--- config.mk ---
export PLATFORM = sky130hd
export DESIGN_NAME = one_wire_bus_master_top
export DESIGN_NICKNAME = d
export VERILOG_FILES = /design/src/rtl/core/ow_pkg.sv /design/src/rtl/core/one_wire_bus_master_top.sv
export SDC_FILE = /design/constraint.sdc
export NUM_CORES = 1
export LEC_CHECK = 0
export ABC_AREA = 1
export BUFFER_PORTS_ARGS = -buffer_cell sky130_fd_sc_hd__buf_2
export CORE_UTILIZATION = 30
export CTS_CLUSTER_SIZE = 30
export DETAILED_ROUTE_END_ITERATION = 10
export PLACE_DENSITY = 0.55
export RECOVER_POWER = 100
export SETUP_SLACK_MARGIN = 0.3
export SYNTH_ARGS = -nofsm -noshare
export SYNTH_HDL_FRONTEND = slang
export SYNTH_SLANG_ARGS = --single-unit
--- constraint.sdc ---
create_clock -name aclk -period 3.4 [get_ports aclk]
set_clock_uncertainty 0.05 [all_clocks]
set_input_delay 0 -clock aclk [delete_from_list [all_inputs] [get_ports aclk]]
set_output_delay 0 -clock aclk [all_outputs]
set_load 0.01 [all_outputs]
--- src/rtl/core/ow_pkg.sv ---
// Shared types, timing constants and helpers of the single-wire bus master.
package ow_pkg;

    // Timer width in microsecond ticks
    localparam int TIMER_W = 9;

    // Bus reset low time in microseconds (1 to 511)
    localparam int RESET_LOW_TIME = 480;

    // Reset low load value; a zero load is forced to one tick
    localparam logic [TIMER_W-1:0] RESET_LOW_LOAD =
        ((RESET_LOW_TIME % (1 << TIMER_W)) == 0) ? TIMER_W'(1)
                                                  : TIMER_W'(RESET_LOW_TIME % (1 << TIMER_W));

    // Phase durations in microseconds
    localparam logic [TIMER_W-1:0] RESET_HIGH_TIME = 9'd480;
    localparam logic [TIMER_W-1:0] W1_LOW_TIME     = 9'd6;
    localparam logic [TIMER_W-1:0] W1_HIGH_TIME    = 9'd64;
    localparam logic [TIMER_W-1:0] W0_LOW_TIME     = 9'd60;
    localparam logic [TIMER_W-1:0] W0_HIGH_TIME    = 9'd10;
    localparam logic [TIMER_W-1:0] RD_LOW_TIME     = 9'd6;
    localparam logic [TIMER_W-1:0] RD_MID_TIME     = 9'd9;
    localparam logic [TIMER_W-1:0] RD_TAIL_TIME    = 9'd55;

    // Last bit position of a byte
    localparam logic [2:0] LAST_BIT = 3'd7;

    // Input item kinds
    typedef enum logic [1:0] {
        OP_TICK  = 2'd0,
        OP_RESET = 2'd1,
        OP_WRITE = 2'd2,
        OP_READ  = 2'd3
    } op_t;

    // Bus sequencer phases
    typedef enum logic [2:0] {
        PH_IDLE    = 3'd0,
        PH_RST_LO  = 3'd1,
        PH_RST_HI  = 3'd2,
        PH_WR_LO   = 3'd3,
        PH_WR_HI   = 3'd4,
        PH_RD_LO   = 3'd5,
        PH_RD_MID  = 3'd6,
        PH_RD_TAIL = 3'd7
    } phase_t;

    // Line is pulled low in every low phase
    function automatic logic drives_low(input phase_t ph);
        return (ph == PH_RST_LO) || (ph == PH_WR_LO) || (ph == PH_RD_LO);
    endfunction

endpackage

--- src/rtl/core/one_wire_bus_master_top.sv ---
// Single-wire open-drain bus master: tick-timed reset, byte write and byte read sequencer.

// Every input transfer is either a one-microsecond tick or a command (bus reset, write byte,
// read byte) and yields exactly one result transfer that shows the bus phase reached after
// that item: line drive, busy, the byte of the last completed read and a done flag on the
// tick that ends an operation. The sequencer state and the output register are both loaded
// from the accepted item at the same clock edge; the block takes one
// item per clock, and keeps accepting while a result is held as long as the output register
// is taken in the same cycle. A command seen while busy is dropped; the running operation
// goes on. Line level is sampled from the tick that ends the nine microsecond read window.
module one_wire_bus_master_top (
    input  logic        aclk,
    input  logic        aresetn,
    // input channel
    input  logic        s_tvalid,
    output logic        s_tready,
    input  logic [15:0] s_tdata,   // [7:0] data_byte, [8] line_level, [15:9] zero
    input  logic [1:0]  s_tuser,   // [1:0] operation
    // result channel
    output logic        m_tvalid,
    input  logic        m_tready,
    output logic [15:0] m_tdata    // [0] line_drive_low, [1] busy_res,
                                   // [9:2] received_byte, [10] done_res, [15:11] zero
);
    import ow_pkg::*;

    phase_t             phase_reg,  phase_next;
    logic [TIMER_W-1:0] timer_reg,  timer_next;
    logic [2:0]         bit_reg,    bit_next;
    logic [7:0]         shift_reg,  shift_next;
    logic [7:0]         rx_reg,     rx_next;
    logic               done_next;

    logic               m_valid_reg;
    logic [15:0]        m_data_reg,  m_data_next;

    logic               accept;
    op_t                op_in;
    logic [7:0]         data_in;
    logic               level_in;

    // Unpack the input transfer
    assign op_in    = op_t'(s_tuser);
    assign data_in  = s_tdata[7:0];
    assign level_in = s_tdata[8];

    // Take a new item whenever the output register is free or being drained
    assign s_tready = !m_valid_reg || m_tready;
    assign accept   = s_tvalid && s_tready;

    // Sequencer next state
    always_comb begin
        phase_next = phase_reg;
        timer_next = timer_reg;
        bit_next   = bit_reg;
        shift_next = shift_reg;
        rx_next    = rx_reg;
        done_next  = 1'b0;
        if (accept) begin
            if (op_in == OP_TICK) begin
                if (phase_reg != PH_IDLE) begin
                    if (timer_reg <= TIMER_W'(1)) begin
                        // current phase expires: move to the next one
                        unique case (phase_reg)
                            PH_RST_LO: begin
                                phase_next = PH_RST_HI;
                                timer_next = RESET_HIGH_TIME;
                            end
                            PH_RST_HI: begin
                                phase_next = PH_IDLE;
                                timer_next = '0;
                                done_next  = 1'b1;
                            end
                            PH_WR_LO: begin
                                phase_next = PH_WR_HI;
                                timer_next = shift_reg[0] ? W1_HIGH_TIME : W0_HIGH_TIME;
                            end
                            PH_WR_HI: begin
                                shift_next = {1'b0, shift_reg[7:1]};
                                if (bit_reg == LAST_BIT) begin
                                    bit_next   = '0;
                                    phase_next = PH_IDLE;
                                    timer_next = '0;
                                    done_next  = 1'b1;
                                end else begin
                                    bit_next   = bit_reg + 3'd1;
                                    phase_next = PH_WR_LO;
                                    timer_next = shift_reg[1] ? W1_LOW_TIME : W0_LOW_TIME;
                                end
                            end
                            PH_RD_LO: begin
                                phase_next = PH_RD_MID;
                                timer_next = RD_MID_TIME;
                            end
                            PH_RD_MID: begin
                                shift_next = {level_in, shift_reg[7:1]};
                                phase_next = PH_RD_TAIL;
                                timer_next = RD_TAIL_TIME;
                            end
                            PH_RD_TAIL: begin
                                if (bit_reg == LAST_BIT) begin
                                    bit_next   = '0;
                                    rx_next    = shift_reg;
                                    phase_next = PH_IDLE;
                                    timer_next = '0;
                                    done_next  = 1'b1;
                                end else begin
                                    bit_next   = bit_reg + 3'd1;
                                    phase_next = PH_RD_LO;
                                    timer_next = RD_LOW_TIME;
                                end
                            end
                            default: begin
                                phase_next = PH_IDLE;
                                timer_next = '0;
                            end
                        endcase
                    end else begin
                        timer_next = timer_reg - TIMER_W'(1);
                    end
                end
            end else if (phase_reg == PH_IDLE) begin
                // start a command; commands while busy are dropped
                bit_next = '0;
                unique case (op_in)
                    OP_RESET: begin
                        phase_next = PH_RST_LO;
                        timer_next = RESET_LOW_LOAD;
                    end
                    OP_WRITE: begin
                        shift_next = data_in;
                        phase_next = PH_WR_LO;
                        timer_next = data_in[0] ? W1_LOW_TIME : W0_LOW_TIME;
                    end
                    default: begin
                        shift_next = '0;
                        phase_next = PH_RD_LO;
                        timer_next = RD_LOW_TIME;
                    end
                endcase
            end
        end
    end

    // Result word from the phase reached after the item
    always_comb begin
        m_data_next        = '0;
        m_data_next[0]     = drives_low(phase_next);
        m_data_next[1]     = (phase_next != PH_IDLE);
        m_data_next[9:2]   = rx_next;
        m_data_next[10]    = done_next;
    end

    // Sequencer state
    always_ff @(posedge aclk) begin
        if (!aresetn) begin
            phase_reg <= PH_IDLE;
            timer_reg <= '0;
            bit_reg   <= '0;
            shift_reg <= '0;
            rx_reg    <= '0;
        end else begin
            phase_reg <= phase_next;
            timer_reg <= timer_next;
            bit_reg   <= bit_next;
            shift_reg <= shift_next;
            rx_reg    <= rx_next;
        end
    end

    // Output register: load on accept, drop valid once taken
    always_ff @(posedge aclk) begin
        if (!aresetn) begin
            m_valid_reg <= 1'b0;
        end else if (accept) begin
            m_valid_reg <= 1'b1;
        end else if (m_tready) begin
            m_valid_reg <= 1'b0;
        end
    end

    always_ff @(posedge aclk) begin
        if (accept) begin
            m_data_reg <= m_data_next;
        end
    end

    assign m_tvalid = m_valid_reg;
    assign m_tdata  = m_data_reg;

    // A finished operation never reports busy in the same result
    assert property (@(posedge aclk) disable iff (!aresetn)
        (m_valid_reg && m_data_reg[10]) |-> !m_data_reg[1])
        else $error("done result still shows busy");

    // A command accepted while idle always starts a phase
    assert property (@(posedge aclk) disable iff (!aresetn)
        (accept && op_in != OP_TICK && phase_reg == PH_IDLE) |=> (phase_reg != PH_IDLE))
        else $error("command did not start an operation");

    // A busy phase always has time left on its timer
    assert property (@(posedge aclk) disable iff (!aresetn)
        (phase_reg != PH_IDLE) |-> (timer_reg != '0))
        else $error("busy phase with empty timer");

    // Bit position moves only during byte slots
    assert property (@(posedge aclk) disable iff (!aresetn)
        (bit_reg != '0) |-> (phase_reg == PH_WR_LO || phase_reg == PH_WR_HI ||
                             phase_reg == PH_RD_LO || phase_reg == PH_RD_MID ||
                             phase_reg == PH_RD_TAIL))
        else $error("bit index set outside a byte transfer");

endmodule
==> run metrics, run 1 <==
status=complete, no violations; final worst path period share=77.84%; Clock Pin Slew Worst Setup and Hold Paths=0.08 ns; final worst path period need=2.647 ns; worst vdd ir=0.1643 mV; # fillers=991; DIE AREA=9320 um2; FMAX=377.8 MHz; synthesized flop and latch total=43; CTS sink cnt=43; crit-path cells=inv_1 -> nand2_1 -> ha_1 -> nor2_1 -> nand2_1 -> a21oi_4 -> nand2_1 -> o21ai_0 -> nor2_1; aggregate global routing overflow=0; arrival time at the worst endpoint=2.75 ns; IO Pins=40; vias in the first global route=2242; crit end category=register; Pre-antenna DRT Iters=4; worst setup path class=register to register; max capacitance violation total=0; Final setup violation count=0; Data required, critical path=3.50 ns; Clock power frac=24.9%; Final Util=33.05%; P_leak=1.348 nW; DRC violations left=0; dpl hpwl=4515 um; overall routing resource usage=14.46%; setup TNS=0 ns; via count=2364; combinational share of power=29.2%; antenna violations before repair=0; Synth Instances=374; diodes inserted=0; WHS=0.01356 ns; synth warn=0; Slew headroom=44.45%; final net count=431; worst hold-check path type=input pin to register; area grow syn2layout=6.953%; RSZ-0062 raised after global routing=no; Starting Density=30.90%; Skew-Pair Late Insertion Delay=0.29 ns; CTS Buf Count=5; Die Wd=96.54 um; crit-path most repeated cell=nand2_1; remaining antenna violation count=0; Worst Path Max Fanout=12; # H-tree levels=2; Iter 0 DRT Violations=122; layout cells sized above 1=11.28%; num rows=34; Root Driver=clkbuf_8; Setup crit start kind=register; wirelength, routed=6073 um; Slowest-stage cell, CP=dfxtp_1; Slew Viols, Final=0; Final Wtd Congestion=0.8655; post-synthesis sequential area ratio=36.21%; Mapped Area=2681 um2; core footprint=8678 um2; largest net degree at the start of global routing=22; family with the most delay on the worst path=simple AND/OR/NAND/NOR gates; Post-CTS Resized=0; actual slew at the worst max-slew pin=0.8323 ns; Reg power frac=45.9%; CTS tree=done; Vias/cell=4.663; Mean Syn Cell Area=7.169 um2; DIE HEIGHT=96.54 um; internal power=0.8272 mW; pwr dens=449.6 nW/um2; switch share=35.84%; routed len/inst=11.98 um; Port-buffer cells=27; max reg flops=11; NetSw=0.4622 mW; crit path buf inv count=1; final hold viol count=0; Bufs on Longest Clock Path=2; CP max stage delay=0.57 ns; post-synthesis cell type count=31; first-pass GRT wire length=10400 um
==> what timing repair did <==
action                                 4_1_cts  5_1_grt
endpoints found under the hold margin        1        0
hold buffers                                 1        0
buffers inserted                             0        0
==> cells in the final DEF (no fill, tap or decap), drive strengths merged <==
cell type     n
clkbuf       19
a31oi         2
a22oi         6
nand4         5
nand3b        1
a21oi        31
inv          48
dfxtp        32
ha           11
nand2        98
nor2         52
edfxtp       11
nor3          2
dlygate4sd3   1
buf          15
o21ai        23
clkinvlp      1
conb          5
clkinv        3
xor2          4
nand3        29
==> layout make-up <==
type	instances	area (um2)	share of cell area [%]
repair buffers	29	136.4	4.756
inverters	50	188.9	6.588
clock inverters	2	12.51	0.4363
well taps	108	135.1	4.712
multi-input cells	269	1351	47.12
clock buffers	6	72.57	2.531
flip-flops and latches	43	970.9	33.86
==> final timing paths <==
check | startpoint | cells after the start | slack, ns | end
max | phase_reg[2] | 9 | 0.75 | bit_reg[2]
max reg2reg | phase_reg[2] | 9 | 0.75 | bit_reg[2]
min | aresetn | 3 | 0.01 | shift_reg[2]
min reg2reg | shift_reg[3] | 2 | 0.46 | shift_reg[3]
==> synth_stat cells <==
master    count  area, um2
buf_4         7      52.55
a21oi_1      29      145.1
clkinv_1      1      3.750
o21ai_0      10      50.05
nand2_2       8      50.05
nor2_1       40      150.1
clkbuf_1      2      7.510
edfxtp_1     11      330.3
a22oi_1       6      45.04
o21ai_1       5      25.02
nor2_4        4      45.04
o21ai_2       8      70.07
nand2_1      88      330.3
conb_1        1      3.750
nand3_1      29      145.1
inv_2         5      18.77
clkinv_2      1      5.000
nand2_4       2      22.52
buf_2         5      25.02
dfxtp_1      32      640.6
buf_6         2      22.52
a31oi_1       2      12.51
nand4_1       4      25.02
xor2_1        4      35.03
ha_1         11      137.6
inv_1        43      161.4
nand3b_1      1      7.510
nand4_4       1      21.27
a21oi_4       2      32.53
nor2_2        8      50.05
nor3_1        2      10.01
==> worst min-delay path, delay by kind of cell <==
kind          cells  cell delay, ns
buf+inv           1            0.19
simple gates      2            0.12
==> metal layers <==
layer | vias up | share of wire, % | global-route usage, %
li1 | 1234 | - | -
met1 | 1083 | 48 | 17.79
met2 | 41 | 47 | 25.23
met3 | 6 | 4.1 | 3.052
met4 | 0 | 0.87 | 4.289
met5 | - | 0 | 0
==> power groups by stage <==
stage	combinational, mW	sequential (mW)	clock (mW)
detailed placement	0.398	0.606	0
finish	0.377	0.592	0.321
CTS	0.400	0.594	0.332
global route	0.438	0.597	0.348
floorplan	0.327	0.601	0
global placement	0.394	0.605	0
==> cell families after synthesis <==
logic type                 share of synthesized area (%)
AOI/OAI and AO/OA                                  14.19
and+or+nand+nor                                    31.96
other                                             0.1399
adders and majority gates                          5.133
DFF                                                36.21
buffers and inverters                              11.06
xor gates and xnor gates                           1.306
==> per-stage QoR <==
stage	cell area, um2	worst slack (ns)	power, mW	cells
2_1_floorplan	2696	1.499	0.9278	378
3_3_place_gp	2867	1.114	0.9987	498
3_5_place_dp	2867	1.073	1.004	498
4_1_cts	2962	1.049	1.326	507
5_1_grt	2868	0.4754	1.383	507
6_report	2868	0.7533	1.289	507
Note: power is estimated with default switching activity, not from simulation.
==> inputs of run 2 (changes only) <==
Clock period 3.4 ns to 2.8 ns, I/O delays scaled along.
==> run 2 against run 1 <==
Clock-buffer cell count decreased by 1. Sequential cell count unchanged. Hold slack worse by 0.0082 ns. Critical path depth up 1. Highest routed layer unchanged. Critical path type unchanged.
==> run metrics, run 2 (synthesis gave the netlist of run 1 again) <==
worst vdd ir=0.2691 mV (was 0.1643 mV); max capacitance violation total=0 (unchanged); Post-DP Area=2874 um2 (was 2867 um2); DIE AREA=9320 um2 (unchanged); switch share=34.32% (was 35.84%); DRC violations left=0 (unchanged); overall routing resource usage=14.19% (was 14.46%); worst setup path class=register to register (unchanged); commonest non-fill, non-tap cells in the layout=nand2_1, inv_1, nor2_1, dfxtp_1 (unchanged); Final Wtd Congestion=0.8710 (was 0.8655); CP startpoint=phase_reg[0] (was phase_reg[2]); dpl hpwl=4528 um (was 4515 um); postcts setup bufs=0 (unchanged); P_leak=1.384 nW (was 1.348 nW); diodes inserted=0 (unchanged); # fillers=985 (was 991); worst hold-check path type=input pin to register (unchanged); final worst path period need=2.335 ns (was 2.647 ns); CTS sink cnt=43 (unchanged); # H-tree levels=2 (unchanged); Setup crit start kind=register (unchanged); RSZ-0062 raised after global routing=no (unchanged); NetSw=0.5739 mW (was 0.4622 mW); Reg power frac=42.7% (was 45.9%); remaining antenna violation count=0 (unchanged); Vias/cell=4.598 (was 4.663); IO Pins=40 (unchanged); final worst path period share=83.38% (was 77.84%); vias in the first global route=2164 (was 2242); Starting Density=30.90% (unchanged); FMAX=428.3 MHz (was 377.8 MHz); first-pass GRT wire length=10120 um (was 10400 um); pwr dens=570.7 nW/um2 (was 449.6 nW/um2); max reg flops=11 (unchanged); Slowest-stage cell, CP=nor2_1 (was dfxtp_1); Skew-Pair Late Insertion Delay=0.29 ns (about the same); via count=2336 (was 2364); num rows=34 (unchanged); aggregate global routing overflow=0 (unchanged); CP max stage delay=0.40 ns (was 0.57 ns); Port-buffer cells=27 (unchanged); core footprint=8678 um2 (unchanged); Pre-antenna DRT Iters=4 (unchanged); area grow syn2layout=9.286% (was 6.953%); RR Startpoint=phase_reg[0] (was phase_reg[2]); Sequential cell area=970.9 um2 (unchanged); Setup crit end=timer_reg[5] (was bit_reg[2]); crit-path cells=nor2_1 -> nand2_1 -> ha_1 -> inv_1 -> nand2_1 -> clkinv_1 -> nand2_1 -> nor2_1 -> nor2_1 -> a21oi_1 (was inv_1 -> nand2_1 -> ha_1 -> nor2_1 -> nand2_1 -> a21oi_4 -> nand2_1 -> o21ai_0 -> nor2_1); final net count=432 (was 431); final hold viol count=0 (unchanged); Clock power frac=29.2% (was 24.9%); setup TNS=0 ns (unchanged); arrival time at the worst endpoint=2.43 ns (was 2.75 ns); Worst R2R Setup Slack=0.47 ns (was 0.75 ns); CTS Buf Count=5 (unchanged); DIE HEIGHT=96.54 um (unchanged); Worst Path Max Fanout=7 (was 12); crit end category=register (unchanged); Bufs on Longest Clock Path=2 (unchanged); Iter 0 DRT Violations=185 (was 122); Slew headroom=48.53% (was 44.45%); Die Wd=96.54 um (unchanged); combinational share of power=28.2% (was 29.2%); Final setup violation count=0 (unchanged); end of the worst register-to-register path=timer_reg[5] (was bit_reg[2]); actual slew at the worst max-slew pin=0.7712 ns (was 0.8323 ns); final instance area=2930 um2 (was 2868 um2); Multi-input gate area=1379 um2 (was 1351 um2); routed len/inst=11.89 um (was 11.98 um); internal power=1.098 mW (was 0.8272 mW); commonest non-fill, non-tap cell in the layout=nand2_1 (unchanged); CTS tree=done (unchanged); layout cells sized above 1=12.25% (was 11.28%); Clock Pin Slew Worst Setup and Hold Paths=0.09 ns (was 0.08 ns); antenna violations before repair=0 (unchanged); Root Driver=clkbuf_8 (unchanged); Slew Viols, Final=0 (unchanged); status=complete, no violations (unchanged); R2R cell count=10 (was 9); Data required, critical path=2.90 ns (was 3.50 ns); largest net degree at the start of global routing=22 (unchanged); wirelength, routed=6040 um (was 6073 um)
[run 2: worst min path at each step]
| stage | cells past startpoint | endpoint | startpoint | slack (ns) |
|---|---|---|---|---|
| 4_1_cts | 3 | shift_reg[2] | aresetn | 0.004 |
| 3_5_place_dp | 4 | m_tvalid | m_tready | 0.25 |
| 2_1_floorplan | 2 | s_tready | m_tready | 0.06 |
| 5_1_grt | 3 | shift_reg[4] | aresetn | 0.02 |
| 3_3_place_gp | 4 | m_tvalid | m_tready | 0.24 |
| 6_report | 3 | shift_reg[5] | aresetn | 0.005 |
[run 2: critical path: cells and delay by family, from the launching register on]
kind | cells | cell delay, ns
adder cells (fa/ha/maj) | 1 | 0.40
buffers and inverters | 2 | 0.29
AO/OA/AOI/OAI | 1 | 0.07
flip-flops | 1 | 0.39
AND/OR/NAND/NOR | 6 | 0.99
[run 2: layout make-up]
cell class	instances	area share [%]
clock buffers	5	2.348
multi-input cells	269	47.05
repair buffers	30	4.910
inverters	50	6.447
well taps	108	4.611
clock inverters	3	1.494
flip-flops and latches	43	33.13
[run 2: per-layer routing]
layer	GRT usage [%]	wire length, um	vias to the layer above
met5	0	0	-
met2	24.88	2859	50
met1	17.92	2821	1037
met3	2.739	302	9
li1	-	-	1240
met4	3.186	55	0
[run 2: what timing repair did]
action                                 CTS  global route
resized for setup                        0             1
endpoints found under the hold margin    1             0
hold buffers                             1             0
setup endpoints to repair                0             1
[run 2: metrics by stage]
step | worst slack [ns] | instances | power (mW) | utilization [%] | hold WS, ns
finish | 0.4653 | 508 | 1.672 | 33.77 | 0.005387
global placement | 0.5630 | 499 | 1.216 | 33.12 | 0.2388
global route | 0.1949 | 508 | 1.794 | 33.77 | 0.02201
CTS | 0.4920 | 508 | 1.721 | 34.53 | 0.003876
detailed placement | 0.5042 | 499 | 1.222 | 33.12 | 0.2547
floorplan | 0.8990 | 378 | 1.127 | - | 0.06336
[run 2: power by group through the flow]
stage | Clock [mW] | Sequential, mW | Combinational (mW)
3_3_place_gp | 0 | 0.731 | 0.486
5_1_grt | 0.530 | 0.720 | 0.544
4_1_cts | 0.509 | 0.717 | 0.494
6_report | 0.488 | 0.713 | 0.471
3_5_place_dp | 0 | 0.731 | 0.491
2_1_floorplan | 0 | 0.730 | 0.397
==> inputs of run 3 (changes only) <==
Clock period 2.8 ns to 2.3 ns, I/O delays scaled along.
==> run 3 against run 2 <==
Via count rose by 2.7%. Fmax rose by 20%. Non-clock buffer count rose by 10. Worst setup slack got worse by 0.10 ns. Sequential power rose by 22%. First-iteration DRC count rose by 4.3%. Final cell count rose by 2.0%. Critical path depth fell by 1. Routed wire length rose by 2.4%. Sequential cell count did not move. Sequential share of layout area fell by 0.95 points. Clock-buffer cell count rose by 1. Largest cell class unchanged. Largest power group unchanged.
==> run metrics, run 3 (synthesis gave the netlist of run 1 again) <==
num rows=34 (unchanged); Die Wd=96.54 um (unchanged); aggregate global routing overflow=0 (unchanged); actual slew at the worst max-slew pin=0.8036 ns (was 0.7712 ns); crit path buf inv count=2 (unchanged); IO Pins=40 (unchanged); commonest non-fill, non-tap cell in the layout=nand2_1 (unchanged); setup TNS=0 ns (unchanged); DRC violations left=0 (unchanged); max capacitance violation total=0 (unchanged); dpl cells=504 (was 499); CTS Buf Count=5 (unchanged); Setup crit start kind=register (unchanged); overall routing resource usage=14.38% (was 14.19%); vias in the first global route=2114 (was 2164); dpl hpwl=4518 um (was 4528 um); met3 GRT Util=2.895% (was 2.739%); Skew-Pair Late Insertion Delay=0.30 ns (was 0.29 ns); GR met2 Demand/Resource=23.36% (was 24.88%); RSZ-0062 raised after global routing=no (unchanged); antenna violations before repair=0 (unchanged); Root Driver=clkbuf_8 (unchanged); Worst Path Max Fanout=8 (was 7); CTS sink cnt=43 (unchanged); FMAX=516.1 MHz (was 428.3 MHz); CTS tree=done (unchanged); routed len/inst=11.94 um (was 11.89 um); largest net degree at the start of global routing=22 (unchanged); Port-buffer cells=27 (unchanged); final worst path period share=84.25% (was 83.38%); Finished Layout Cells=518 (was 508); Starting Density=30.90% (unchanged); final hold viol count=0 (unchanged); P_leak=1.421 nW (was 1.384 nW); family with the most delay on the worst path=simple AND/OR/NAND/NOR gates (unchanged); # H-tree levels=2 (unchanged); hold wc startpoint=s_tdata[5] (was aresetn); remaining antenna violation count=0 (unchanged); met1 GRT Util=19.06% (was 17.92%); diodes inserted=0 (unchanged); Clock Pin Slew Worst Setup and Hold Paths=0.09 ns (about the same); CP max stage delay=0.36 ns (was 0.40 ns); # fillers=954 (was 985); pwr dens=655.9 nW/um2 (was 570.7 nW/um2); Slew Viols, Final=0 (unchanged); via count=2399 (was 2336); crit-path cells=nor2_1 -> nand2_1 -> ha_1 -> nor2_1 -> buf_4 -> nand3_1 -> o21ai_0 -> inv_1 -> a21oi_1 (was nor2_1 -> nand2_1 -> ha_1 -> inv_1 -> nand2_1 -> clkinv_1 -> nand2_1 -> nor2_1 -> nor2_1 -> a21oi_1); DIE AREA=9320 um2 (unchanged); core footprint=8678 um2 (unchanged); Bufs on Longest Clock Path=2 (unchanged); Iter 0 DRT Violations=193 (was 185); Slowest-stage cell, CP=dfxtp_1 (was nor2_1); max reg flops=11 (unchanged); crit-path most repeated cell=nor2_1; Final Wtd Congestion=0.8605 (was 0.8710); layout cells sized above 1=14.39% (was 12.25%); Final setup violation count=0 (unchanged); Data required, critical path=2.47 ns (was 2.90 ns); crit end category=register (unchanged); Vias/cell=4.631 (was 4.598); first-pass GRT wire length=10270 um (was 10120 um); final net count=442 (was 432); DIE HEIGHT=96.54 um (unchanged); wirelength, routed=6186 um (was 6040 um); commonest non-fill, non-tap cells in the layout=nand2_1, inv_1, nor2_1, dfxtp_1 (unchanged); worst hold-check path type=input pin to register (unchanged); final worst path period need=1.938 ns (was 2.335 ns); status=complete, no violations (unchanged); area grow syn2layout=12.51% (was 9.286%); worst vdd ir=0.2816 mV (was 0.2691 mV); Pre-antenna DRT Iters=4 (unchanged); worst setup path class=register to register (unchanged); CP startpoint=phase_reg[1] (was phase_reg[0]); gr busiest metal=met2 (unchanged); Slew headroom=46.37% (was 48.53%); RR Startpoint=phase_reg[1] (was phase_reg[0]); arrival time at the worst endpoint=2.11 ns (was 2.43 ns)
run 3: worst paths after layout:
path | end | slack (ns) | cells after the start
hold reg to reg | shift_reg[4] | 0.46 | 2
setup reg to reg | timer_reg[8] | 0.36 | 9
setup / recovery | timer_reg[8] | 0.36 | 9
hold / removal | shift_reg[5] | 0.003 | 5
run 3: power breakdown:
part           internal, mW  leakage (nW)  switching [mW]
combinational         0.215          1.01           0.413
clock                 0.213        0.0412           0.270
sequential            0.829         0.371          0.0385
run 3: metrics by stage:
stage	util, %	setup WS [ns]	instance area, um2	power (mW)	hold WS [ns]
floorplan	-	0.3990	2696	1.372	0.06336
global placement	33.55	0.3856	2912	1.493	0.2401
detailed placement	33.55	0.3359	2912	1.497	0.2495
CTS	34.65	0.3252	3007	1.987	0.008764
global route	34.76	0.1660	3017	2.118	0.01934
finish	34.76	0.3623	3017	1.979	0.003351
run 3: area by class of cell:
| cell class | instances | area [um2] | share of cell area (%) |
|---|---|---|---|
| Clock buffer | 6 | 72.57 | 2.406 |
| Clock inverter | 2 | 12.51 | 0.4148 |
| Inverter | 50 | 191.4 | 6.346 |
| Multi-Input combinational cell | 269 | 1406 | 46.62 |
| Sequential cell | 43 | 970.9 | 32.19 |
| Tap cell | 108 | 135.1 | 4.479 |
| Timing Repair Buffer | 40 | 227.7 | 7.549 |
run 3: worst register-to-register path: cells and delay by family, from the launching register on:
kind                       cells  cell delay (ns)
AOI/OAI and AO/OA              2             0.25
DFF                            1             0.36
buffers and inverters          2             0.25
and+or+nand+nor                4             0.62
adders and majority gates      1             0.34
run 3: timing repair:
action | CTS | global route
hold endpoints to repair | 1 | 0
buffers inserted | 0 | 5
hold buffers | 1 | 0
setup endpoints to repair | 0 | 15
gates resized for setup | 0 | 6
run 3: metal layers:
metal | vias to the layer above | part of all wire [%]
met3 | 10 | 5.1
met4 | 0 | 1.4
met5 | - | 0
met1 | 1079 | 47
li1 | 1257 | -
met2 | 53 | 47
